--- config.mk ---
export PLATFORM = sky130hd
export DESIGN_NAME = sha256_stream_hasher_core_flat
export DESIGN_NICKNAME = d
export VERILOG_FILES = /design/src/rtl/core/sha256_pkg.sv /design/src/rtl/core/sha256_if.sv /design/src/rtl/core/sha256_compress.sv /design/src/rtl/core/sha256_stream_hasher_core.sv /design/src/flat_wrapper.sv
export SDC_FILE = /design/constraint.sdc
export NUM_CORES = 2
export LEC_CHECK = 0
export BUFFER_PORTS_ARGS = -buffer_cell sky130_fd_sc_hd__clkbuf_2
export CELL_PAD_IN_SITES_DETAIL_PLACEMENT = 1
export CELL_PAD_IN_SITES_GLOBAL_PLACEMENT = 2
export CORE_MARGIN = 2
export CORE_UTILIZATION = 43
export DETAILED_ROUTE_END_ITERATION = 10
export GPL_TIMING_DRIVEN = 0
export PLACE_DENSITY = 0.81
export SETUP_SLACK_MARGIN = 0.15
export SLEW_MARGIN = 10
export SYNTH_ARGS = -nofsm -noshare
export SYNTH_HDL_FRONTEND = slang
export SYNTH_SLANG_ARGS = --single-unit
export TNS_END_PERCENT = 50
--- constraint.sdc ---
create_clock -name clk -period 15.1 [get_ports clk]
set_input_delay 0.755 -clock clk [delete_from_list [all_inputs] [get_ports clk]]
set_output_delay 0.755 -clock clk [all_outputs]
set_load 0.05 [all_outputs]
--- src/rtl/core/sha256_pkg.sv ---
package sha256_pkg;

  localparam int unsigned BLOCK_BYTES = 64;
  localparam int unsigned LEN_POS     = 56;
  localparam int unsigned ROUNDS      = 64;
  localparam int unsigned WORDS       = 8;
  localparam logic [7:0]  PAD_BYTE    = 8'h80;

  function automatic logic [31:0] iv_word(input logic [2:0] i);
    logic [31:0] v;
    case (i)
      3'd0: v = 32'h6a09e667;
      3'd1: v = 32'hbb67ae85;
      3'd2: v = 32'h3c6ef372;
      3'd3: v = 32'ha54ff53a;
      3'd4: v = 32'h510e527f;
      3'd5: v = 32'h9b05688c;
      3'd6: v = 32'h1f83d9ab;
      default: v = 32'h5be0cd19;
    endcase
    return v;
  endfunction

  function automatic logic [31:0] round_k(input logic [5:0] r);
    logic [31:0] k [64];
    k = '{
      32'h428a2f98, 32'h71374491, 32'hb5c0fbcf, 32'he9b5dba5,
      32'h3956c25b, 32'h59f111f1, 32'h923f82a4, 32'hab1c5ed5,
      32'hd807aa98, 32'h12835b01, 32'h243185be, 32'h550c7dc3,
      32'h72be5d74, 32'h80deb1fe, 32'h9bdc06a7, 32'hc19bf174,
      32'he49b69c1, 32'hefbe4786, 32'h0fc19dc6, 32'h240ca1cc,
      32'h2de92c6f, 32'h4a7484aa, 32'h5cb0a9dc, 32'h76f988da,
      32'h983e5152, 32'ha831c66d, 32'hb00327c8, 32'hbf597fc7,
      32'hc6e00bf3, 32'hd5a79147, 32'h06ca6351, 32'h14292967,
      32'h27b70a85, 32'h2e1b2138, 32'h4d2c6dfc, 32'h53380d13,
      32'h650a7354, 32'h766a0abb, 32'h81c2c92e, 32'h92722c85,
      32'ha2bfe8a1, 32'ha81a664b, 32'hc24b8b70, 32'hc76c51a3,
      32'hd192e819, 32'hd6990624, 32'hf40e3585, 32'h106aa070,
      32'h19a4c116, 32'h1e376c08, 32'h2748774c, 32'h34b0bcb5,
      32'h391c0cb3, 32'h4ed8aa4a, 32'h5b9cca4f, 32'h682e6ff3,
      32'h748f82ee, 32'h78a5636f, 32'h84c87814, 32'h8cc70208,
      32'h90befffa, 32'ha4506ceb, 32'hbef9a3f7, 32'hc67178f2};
    return k[r];
  endfunction

  // round control handed to the compression unit
  typedef struct packed {
    logic       start;
    logic       load;
    logic [3:0] load_idx;
    logic       round;
    logic [5:0] rnd;
    logic       fold;
  } cmp_ctrl_t;

endpackage

--- src/rtl/core/sha256_if.sv ---
interface sha256_in_if;
  logic       valid;
  logic       ready;
  logic [7:0] message_byte;
  logic       has_byte;
  logic       is_last;
  modport source (output valid, message_byte, has_byte, is_last, input ready);
  modport sink   (input valid, message_byte, has_byte, is_last, output ready);
endinterface

interface sha256_out_if;
  logic        valid;
  logic        ready;
  logic [31:0] digest_word;
  logic [2:0]  word_index;
  logic        last_word;
  modport source (output valid, digest_word, word_index, last_word, input ready);
  modport sink   (input valid, digest_word, word_index, last_word, output ready);
endinterface

--- src/rtl/core/sha256_compress.sv ---
module sha256_compress (
  input  logic                  clk,
  input  logic                  rst_n,
  input  sha256_pkg::cmp_ctrl_t ctrl,
  input  logic [31:0]           load_word,
  input  logic                  iv_load,
  input  logic [2:0]            rd_idx,
  output logic [31:0]           rd_word
);
  import sha256_pkg::*;

  logic [31:0] h_r [WORDS];
  logic [31:0] v_r [WORDS];
  logic [31:0] w_r [16];

  function automatic logic [31:0] ror(input logic [31:0] x, input int n);
    return (x >> n) | (x << (32 - n));
  endfunction

  logic [31:0] wv, s0, s1, t1, t2;

  // one round of the shared datapath
  always_comb begin
    s0 = ror(w_r[1], 7) ^ ror(w_r[1], 18) ^ (w_r[1] >> 3);
    s1 = ror(w_r[14], 17) ^ ror(w_r[14], 19) ^ (w_r[14] >> 10);
    wv = (ctrl.rnd < 6'd16) ? w_r[0] : (s1 + w_r[9] + s0 + w_r[0]);
    t1 = v_r[7] + (ror(v_r[4], 6) ^ ror(v_r[4], 11) ^ ror(v_r[4], 25)) +
         ((v_r[4] & v_r[5]) ^ (~v_r[4] & v_r[6])) + round_k(ctrl.rnd) + wv;
    t2 = (ror(v_r[0], 2) ^ ror(v_r[0], 13) ^ ror(v_r[0], 22)) +
         ((v_r[0] & v_r[1]) ^ (v_r[0] & v_r[2]) ^ (v_r[1] & v_r[2]));
  end

  assign rd_word = h_r[rd_idx];

  // chaining words: IV on reset and after each digest
  always_ff @(posedge clk) begin
    if (!rst_n || iv_load) begin
      for (int i = 0; i < WORDS; i++) h_r[i] <= iv_word(3'(i));
    end else if (ctrl.fold) begin
      for (int i = 0; i < WORDS; i++) h_r[i] <= h_r[i] + v_r[i];
    end
  end

  // schedule window rotates; slot 0 holds the current word in the first 16 rounds, the word 16 back after
  always_ff @(posedge clk) begin
    if (ctrl.load) begin
      w_r[ctrl.load_idx] <= load_word;
    end else if (ctrl.round) begin
      for (int i = 0; i < 15; i++) w_r[i] <= w_r[i+1];
      w_r[15] <= wv;
    end
    if (ctrl.start) begin
      for (int i = 0; i < WORDS; i++) v_r[i] <= h_r[i];
    end else if (ctrl.round) begin
      for (int i = 1; i < WORDS; i++) begin
        if (i != 4) v_r[i] <= v_r[i-1];
      end
      v_r[4] <= v_r[3] + t1;
      v_r[0] <= t1 + t2;
    end
  end

endmodule

--- src/rtl/core/sha256_stream_hasher_core.sv ---
// SHA-256 stream hasher, one shared round unit under a sequencer.
// A byte that does not fill a block is only stored; a full block runs
// the load, round and fold steps in that order.
// A last item adds a pad step and one or two blocks,
// then 8 output words, one per cycle while the sink is ready.
// Synchronous active-low reset: IV loaded, counters cleared, idle.
module sha256_stream_hasher_core (
  input logic clk,
  input logic rst_n,
  sha256_in_if.sink    in_ch,
  sha256_out_if.source out_ch
);
  import sha256_pkg::*;

  localparam int unsigned BLK_WORDS = BLOCK_BYTES / 4;

  typedef enum logic [2:0] {
    S_IDLE, S_PAD, S_LOAD, S_ROUND, S_FOLD, S_OUT
  } state_t;

  state_t      state_r;
  logic [31:0] blk_r [BLK_WORDS];   // block bytes, big-endian in each word
  logic [31:0] pad_blk [BLK_WORDS];
  logic [6:0]  fill_r;
  logic [63:0] bits_r;
  logic        fin_r;    // finishing the message
  logic        lenblk_r; // current padded block carries the length
  logic [5:0]  cnt_r;
  logic [2:0]  oidx_r;
  cmp_ctrl_t   ctrl;
  logic [31:0] load_word, rd_word;
  logic        iv_load;

  assign in_ch.ready = (state_r == S_IDLE);
  assign out_ch.valid = (state_r == S_OUT);
  assign out_ch.digest_word = rd_word;
  assign out_ch.word_index = oidx_r;
  assign out_ch.last_word = (oidx_r == 3'd7);

  assign load_word = blk_r[cnt_r[3:0]];

  // padded block: 0x80 at the fill point, zeros after, length if it fits
  always_comb begin
    for (int w = 0; w < BLK_WORDS; w++) begin
      for (int b = 0; b < 4; b++) begin
        if (7'(4 * w + b) == fill_r) pad_blk[w][8*(3-b) +: 8] = PAD_BYTE;
        else if (7'(4 * w + b) > fill_r) pad_blk[w][8*(3-b) +: 8] = 8'h00;
        else pad_blk[w][8*(3-b) +: 8] = blk_r[w][8*(3-b) +: 8];
      end
    end
    if (fill_r < 7'(LEN_POS)) begin
      pad_blk[BLK_WORDS-2] = bits_r[63:32];
      pad_blk[BLK_WORDS-1] = bits_r[31:0];
    end
  end

  always_comb begin
    ctrl = '0;
    ctrl.start = (state_r == S_LOAD) && (cnt_r == 6'd0);
    ctrl.load = (state_r == S_LOAD);
    ctrl.load_idx = cnt_r[3:0];
    ctrl.round = (state_r == S_ROUND);
    ctrl.rnd = cnt_r;
    ctrl.fold = (state_r == S_FOLD);
  end
  assign iv_load = (state_r == S_OUT) && out_ch.ready && (oidx_r == 3'd7);

  sha256_compress u_cmp (
    .clk, .rst_n, .ctrl, .load_word, .iv_load, .rd_idx(oidx_r), .rd_word
  );

  // sequencer
  always_ff @(posedge clk) begin
    if (!rst_n) begin
      state_r <= S_IDLE;
      fill_r <= '0;
      bits_r <= '0;
      fin_r <= 1'b0;
      lenblk_r <= 1'b0;
      cnt_r <= '0;
      oidx_r <= '0;
    end else begin
      case (state_r)
        S_IDLE: if (in_ch.valid) begin
          fin_r <= in_ch.is_last;
          if (in_ch.has_byte) begin
            blk_r[fill_r[5:2]][{~fill_r[1:0], 3'b000} +: 8] <= in_ch.message_byte;
            bits_r <= bits_r + 64'd8;
            if (fill_r == 7'(BLOCK_BYTES - 1)) begin
              fill_r <= '0;
              cnt_r <= '0;
              state_r <= S_LOAD;
            end else begin
              fill_r <= fill_r + 7'd1;
              if (in_ch.is_last) state_r <= S_PAD;
            end
          end else if (in_ch.is_last) begin
            state_r <= S_PAD;
          end
        end
        // write the padded block
        S_PAD: begin
          for (int i = 0; i < BLK_WORDS; i++) blk_r[i] <= pad_blk[i];
          lenblk_r <= (fill_r < 7'(LEN_POS));
          cnt_r <= '0;
          state_r <= S_LOAD;
        end
        S_LOAD: begin
          cnt_r <= (cnt_r == 6'd15) ? 6'd0 : cnt_r + 6'd1;
          if (cnt_r == 6'd15) state_r <= S_ROUND;
        end
        S_ROUND: begin
          cnt_r <= cnt_r + 6'd1;
          if (cnt_r == 6'(ROUNDS - 1)) state_r <= S_FOLD;
        end
        S_FOLD: begin
          if (!fin_r) begin
            state_r <= S_IDLE;
          end else if (lenblk_r) begin
            oidx_r <= '0;
            state_r <= S_OUT;
          end else if (fill_r == '0) begin
            // last byte filled the block: pad byte still to place
            state_r <= S_PAD;
          end else begin
            // second pad pass: only zeros and length
            fill_r <= '0;
            for (int i = 0; i < BLK_WORDS; i++) begin
              blk_r[i] <= (i == BLK_WORDS - 2) ? bits_r[63:32] :
                          (i == BLK_WORDS - 1) ? bits_r[31:0] : 32'h0;
            end
            lenblk_r <= 1'b1;
            cnt_r <= '0;
            state_r <= S_LOAD;
          end
        end
        S_OUT: if (out_ch.ready) begin
          oidx_r <= oidx_r + 3'd1;
          if (oidx_r == 3'd7) begin
            fill_r <= '0;
            bits_r <= '0;
            fin_r <= 1'b0;
            lenblk_r <= 1'b0;
            state_r <= S_IDLE;
          end
        end
        default: state_r <= S_IDLE;
      endcase
    end
  end

`ifndef SYNTH
  a_no_in_busy: assert property (@(posedge clk) disable iff (!rst_n)
    (state_r != S_IDLE) |-> !in_ch.ready) else $error("ready while busy");
  a_out_only_fin: assert property (@(posedge clk) disable iff (!rst_n)
    out_ch.valid |-> fin_r && lenblk_r) else $error("output without finish");
  a_out_idle: assert property (@(posedge clk) disable iff (!rst_n)
    (out_ch.valid && out_ch.ready && out_ch.last_word) |=> (state_r == S_IDLE))
    else $error("no return to idle");
  a_round_cnt: assert property (@(posedge clk) disable iff (!rst_n)
    (state_r == S_FOLD) |-> $past(state_r) == S_ROUND) else $error("fold early");
`endif

endmodule

--- src/flat_wrapper.sv ---
// flat-port wrapper written by rule: the top's interface ports become plain ports
module sha256_stream_hasher_core_flat import sha256_pkg::*;
  (clk, rst_n, in_ch_valid, in_ch_message_byte, in_ch_has_byte, in_ch_is_last, in_ch_ready, out_ch_valid, out_ch_digest_word, out_ch_word_index, out_ch_last_word, out_ch_ready);
  sha256_in_if in_ch_i ();
  sha256_out_if out_ch_i ();
  input logic clk;
  input logic rst_n;
  input wire logic [$bits(in_ch_i.valid)-1:0] in_ch_valid;
  input wire logic [$bits(in_ch_i.message_byte)-1:0] in_ch_message_byte;
  input wire logic [$bits(in_ch_i.has_byte)-1:0] in_ch_has_byte;
  input wire logic [$bits(in_ch_i.is_last)-1:0] in_ch_is_last;
  output wire logic [$bits(in_ch_i.ready)-1:0] in_ch_ready;
  output wire logic [$bits(out_ch_i.valid)-1:0] out_ch_valid;
  output wire logic [$bits(out_ch_i.digest_word)-1:0] out_ch_digest_word;
  output wire logic [$bits(out_ch_i.word_index)-1:0] out_ch_word_index;
  output wire logic [$bits(out_ch_i.last_word)-1:0] out_ch_last_word;
  input wire logic [$bits(out_ch_i.ready)-1:0] out_ch_ready;
  assign in_ch_i.valid = in_ch_valid;
  assign in_ch_i.message_byte = in_ch_message_byte;
  assign in_ch_i.has_byte = in_ch_has_byte;
  assign in_ch_i.is_last = in_ch_is_last;
  assign in_ch_ready = in_ch_i.ready;
  assign out_ch_valid = out_ch_i.valid;
  assign out_ch_digest_word = out_ch_i.digest_word;
  assign out_ch_word_index = out_ch_i.word_index;
  assign out_ch_last_word = out_ch_i.last_word;
  assign out_ch_i.ready = out_ch_ready;
  sha256_stream_hasher_core u_core (.clk(clk), .rst_n(rst_n), .in_ch(in_ch_i), .out_ch(out_ch_i));
endmodule
Yosys cells after proc, flatten, opt, wreduce, memory -nomap -nowiden

Memory sizes are Yosys's and may differ from the RTL's. A register that Yosys moved wholly into a read port is not among the register bits.
Index checks and enable logic that the tools add are counted.

Memories kept: 5
Bits of input ports: 14
Output and inout port bits: 38
Word-level logic and storage cells: 749
Bits in read-only memories: 2048
RAM bits: 1536
Flip-flop bits (word level): 85

Memories:

| name             | words | bits a word | rd ports | clocked after memory_dff | wr ports | RTL line                        | RTL |
|---|---|---|---|---|---|---|---|
| (no name shown)  | 64    | 32          | 1        | 0                        | 0        | sha256_pkg.sv:43                | `return k[r];` |
| u_core.blk_r     | 16    | 32          | 1        | 1                        | 16       | sha256_stream_hasher_core.sv:22 | `logic [31:0] blk_r [BLK_WORDS];` |
| u_core.u_cmp.w_r | 16    | 32          | 16       | 0                        | 16       | sha256_compress.sv:14           | `logic [31:0] w_r [16];` |
| u_core.u_cmp.h_r | 8     | 32          | 9        | 1                        | 8        | sha256_compress.sv:12           | `logic [31:0] h_r [WORDS];` |
| u_core.u_cmp.v_r | 8     | 32          | 8        | 0                        | 8        | sha256_compress.sv:13           | `logic [31:0] v_r [WORDS];` |

$lt $le $gt $ge: 67
Add/subtract/negate cells: 23
Bitwise gates (word level): 109
Shifts and indexed selects: 2
Reductions and logical operators: 86
Equality and inequality tests: 147
Mux-type cells: 303

Operator list:

| operator                                                     | count |
|---|---|
| 2-to-1 mux 8 bit                                             | 192 |
| 2-to-1 mux 32 bit                                            | 31 |
| adder 32 bit                                                 | 18 |
| 2-to-1 mux 64 bit                                            | 5 |
| XOR 32 bit                                                   | 9 |
| == test 6 x 7 -> 1 bit, first input constant                 | 32 |
| greater-than comparator 6 x 7 -> 1 bit, first input constant | 32 |
| bitwise AND 32 bit                                           | 5 |
| case mux 64 bit (2 select lines)                             | 1 |
| AND reduction 2 bit                                          | 64 |
| inequality test 2 bit, second input constant                 | 62 |
| == test 5 x 7 -> 1 bit, first input constant                 | 16 |
| greater-than comparator 5 x 7 -> 1 bit, first input constant | 16 |
| OR 1 bit                                                     | 80 |
| adder 64 x 4 -> 64 bit, second input constant                | 1 |
| OR reduction 32 bit                                          | 2 |
| == test 4 x 7 -> 1 bit, first input constant                 | 8 |
| greater-than comparator 4 x 7 -> 1 bit, first input constant | 8 |
| 2-to-1 mux 7 bit                                             | 8 |
| 2-to-1 mux 3 bit                                             | 15 |
| 2-to-1 mux 6 bit                                             | 7 |
| 2-to-1 mux 1 bit                                             | 33 |
| NOT 32 bit                                                   | 1 |
| OR 10 x 32 -> 32 bit                                         | 1 |
| 57 further kinds                                             | 90 |

Longest topological paths before layout

An unclocked memory read counts as a cell.

Word-level depth: 11
Depth in mapped cells: 45
Gate-level depth less buffers: 45

By module

A second synthesis with hierarchy kept.

Cell total of the unflattened synthesis: 9543
Area total of the unflattened synthesis: 99888.3 um^2

Modules (own cells, without submodules):

| module                    | cells each | area an instance (um^2) | times used | sequential area each (um^2) |
|---|---|---|---|---|
| sha256_compress           | 6306       | 70004.6                 | 1          | 30749.5 |
| sha256_stream_hasher_core | 3237       | 29883.7                 | 1          | 12812.3 |

Least setup slack after synthesis

Ideal clock, no wire load.

Kind: register to register
From: reg u_core.cnt_r[0]
To: mem u_core.u_cmp.v_r[0][0], enable pin
Setup time: 877 ps
Clock period less this slack: 13066 ps
Cell stages (with the launch flop): 8
Buffers on the path: 1
Arrival time: 12189 ps
Path slack: 2034 ps
Data required time: 14223 ps
Cells stage by stage: dfxtp_1 > inv_1 > ha_1 > clkbuf_1 > nand2_1 > nor2_1 > a21oi_1 > nor2_1

RTL lines:

| what                   | RTL line                         | RTL |
|---|---|---|
| start, declared        | sha256_stream_hasher_core.sv:28  | `logic [5:0] cnt_r;` |
| start signal, assigned | sha256_stream_hasher_core.sv:109 | `cnt_r <= (cnt_r == 6'd15) ? 6'd0 : cnt_r + 6'd1;` |
| start signal, assigned | sha256_stream_hasher_core.sv:113 | `cnt_r <= cnt_r + 6'd1;` |
| end, declared          | sha256_compress.sv:13            |  |

==> flow_summary.toml <==
[drt]
finalWirelength_mm = 423
postRouteAntennaNets = 0
wl_per_cell_um = 31.6
drtIter0Drc = 9532
vias = 83242
drc = 0
via_per_inst = 6.21
drt_pass1_iterations = 6

[clock_network]
ctsHoldBuffers = 0
cts_setup_buffers = 0
clk_pin_slew_ns = 0.06
cts_made_buffers = 189
cts_sinks = 1625
cts_root_buf = "clkbuf_16"
cts_tree = "done"
post_cts_resized = 0
cts_buffer_depth = 3
h-tree-depth = 4
clk_latency_ns = 0.87

[synthesis]
synth_edf_count = 1108
async_flop_share = 0
synthesis.nets = 10555
synth.largest_area_cell = "edfxtp_1"
yosysSeqAreaShare = 0.447
synth_top_cell_area_share = 0.341
yosysWarningCount = 0
synth-seq-cells = 1625
synth_area_mm2 = 0.0976
syn_area_per_cell_um2 = 9.82
synthTopCellsByArea = "edfxtp_1 (34%), dfxtp_1 (11%), mux4_2 (5.4%)"
synth_ff_type = "edfxtp_1"
syn_inst = 9936
synth.distinct_cells = 92

[floorplan]
start_util = 0.433
die_w_um = 480
die_area_mm2 = 0.231
die_y_um = 480
core_mm2 = 0.225
rows = 174
io_pins = 52

[critical_path]
setup.worst_path.start_class = "flop"
worstPathRequired_ns = 15.66
cp_data_arrival_time_ns = 13.26
cpMostUsedCell = "fa_1"
rr_worst_depth = 41
endpoint_kind = "flop"
crit_slowest_cell = "o31ai_1"
max_stage_delay_ns = 0.98
r2r_start = "u_core.u_cmp.w_r[1][8]"
worstSetupPathType = "flop to flop"
crit_end = "u_core.u_cmp.v_r[0][28]"
critPathLaunch = "u_core.u_cmp.w_r[1][8]"
crit_fanout = 5
rrSetupSlack_ns = 2.40
worstReg2RegEnd = "u_core.u_cmp.v_r[0][28]"

[sta]
period_share = 0.841
finalSetupViolations = 0
holdWs_ns = 0.363
tightestPinTransition_ns = 1.47
timing.fmax_ghz = 0.0787
layout_min_cycle_time_ns = 12.70
hold_viol_final = 0
setup_tns_ns = 0
drv_slew = 0
finClkSkew_ns = 0.0566
rsz0062_at_grt = "false"
timing.slew.headroom = 0.0219

[finish]
final_util = 0.485
num-nets-final = 10854
fillers = 25192
layoutNonFillerInstCount = 13403
drive_above_1_share = 0.0792
multi_input_area_mm2 = 0.0503
seq_area_mm2 = 0.0436
design_area_mm2 = 0.109
syn_to_final_growth_pct = 12.0

[pwr]
leakage_uw = 0.0449
peakVddDrop_mv = 0.213
powerDensity_mw_per_mm2 = 165

[global_route]
grt_pass1_vias = 83516
grt_max_degree = 51
grt_pass1_wl_mm = 605
grt_use_total = 0.362
overflow = 0
antenna_found_initial = 33

[placed_design]
gp_congestion = 1.01
io_buffer_count = 49
dp.cells = 13034
dpl-instance-area_mm2 = 0.103
dp_hpwl_mm = 335

[job]
drv_cap = 0

[run_status]
status = "finished clean"

[hold_path]
hp-class = "input pin to flop"
layout by cell type, fill, tap and decap left out, types with 57 or more instances in the layout:
| cell type | synthesis | routed |
|---|---|---|
| edfxtp_1 | 1108 | 1108 |
| mux2_2 | 62 | 62 |
| o21ai_0 | 410 | 399 |
| nand2_1 | 1213 | 1211 |
| ha_1 | 409 | 409 |
| clkbuf_1 | 505 | 531 |
| nor2b_1 | 60 | 60 |
| nand2b_1 | 98 | 98 |
| and3_1 | 61 | 61 |
| mux4_2 | 232 | 232 |
| clkbuf_2 | 0 | 69 |
| a21oi_1 | 885 | 875 |
| xor2_1 | 278 | 278 |
| clkbuf_16 | 0 | 189 |
| nor3_1 | 113 | 111 |
| a21o_1 | 640 | 640 |
| o21bai_1 | 81 | 81 |
| nand3_1 | 125 | 125 |
| inv_1 | 455 | 455 |
| xnor2_1 | 322 | 322 |
| dfxtp_1 | 517 | 517 |
| nor2_1 | 1340 | 1326 |
| and2_1 | 57 | 57 |
| fa_1 | 196 | 196 |
metal layers:
layer | up-vias | GRT usage | part of all wire
li1 | 35713 | - | -
met1 | 42720 | 0.528 | 0.44
met2 | 4093 | 0.521 | 0.42
met3 | 704 | 0.0805 | 0.10
met4 | 12 | 0.136 | 0.041
met5 | - | 0 | 0.00016
report_power, final:
| part | internal, uW | switching, uW | total (uW) |
|---|---|---|---|
| Combinational | 2990 | 5120 | 8110 |
| Clock | 2720 | 2080 | 4800 |
| Sequential | 4980 | 133 | 5110 |
| Total | 10700 | 7340 | 18000 |
worst max-delay path, delay by kind of cell (launching register included):
| kind | cells | cell delay [ns] |
|---|---|---|
| buffers and inverters | 5 | 0.48 |
| muxes | 1 | 0.17 |
| and+or+nand+nor | 4 | 0.52 |
| DFF | 1 | 0.59 |
| adders and majority gates | 10 | 4.50 |
| xor gates and xnor gates | 5 | 1.30 |
| AOI/OAI and AO/OA | 16 | 4.80 |
cell families after synthesis:
group           after synthesis  synth area share
compound gates             2503             0.160
xor+xnor                    602            0.0543
mux                         321            0.0635
fa+ha+maj                   634            0.0956
flops                      1625             0.447
buf+inv                    1035            0.0402
simple gates               3216             0.139
cell usage after synthesis (57+ instances only):
library cell and instances:
fa_1 196, inv_1 455, nor2_1 1340, edfxtp_1 1108, nand2b_1 98, nor3_1 113, ha_1 409, mux2_2 62
and2_1 57, o21bai_1 81, nand2_1 1213, a21o_1 640, a21oi_1 885, dfxtp_1 517, nand3_1 125, xnor2_1 322
and3_1 61, mux4_2 232, nor2b_1 60, clkbuf_1 505, xor2_1 278, o21ai_0 410
metrics by stage:
| stage | worst slack, ns | power [uW] |
|---|---|---|
| floorplan | 2.03 | 10600 |
| global placement | -8.27 | 12800 |
| detailed placement | 2.85 | 13000 |
| CTS | 2.70 | 17800 |
| global route | 1.94 | 18900 |
| finish | 2.40 | 18000 |
area by class of cell:
class,count,share of cell area
clock buffer,247,0.0464
inverter,456,0.0157
clock inverter,106,0.0112
sequential,1625,0.399
timing repair buffer,108,0.0121
buffer,579,0.0205
tap,2992,0.0343
antenna,14,0.000321
multi-input combinational,7276,0.460
worst min-delay path by stage:
stage,start,end,depth (start not counted)
CTS,in_ch_is_last,u_core.fin_r,4
global placement,u_core.blk_r[11][13],u_core.blk_r[11][13],2
global route,in_ch_is_last,u_core.fin_r,4
detailed placement,u_core.blk_r[11][3],u_core.blk_r[11][3],2
floorplan,u_core.blk_r[2][16],u_core.blk_r[2][16],2
finish,in_ch_is_last,u_core.fin_r,4
state kept, by name, summed over array words and instances (netlist names), named ones only:
signal	count
u_core.state_r	3
u_core.out_ch.word_index	3
u_core.fill_r	7
u_core.lenblk_r	1
u_core.cnt_r	6
u_core.blk_r	512
u_core.u_cmp.w_r	512
u_core.u_cmp.v_r	256
u_core.bits_r	61
u_core.u_cmp.h_r	256
u_core.fin_r	1
Note: power is estimated with default switching activity, not from simulation.
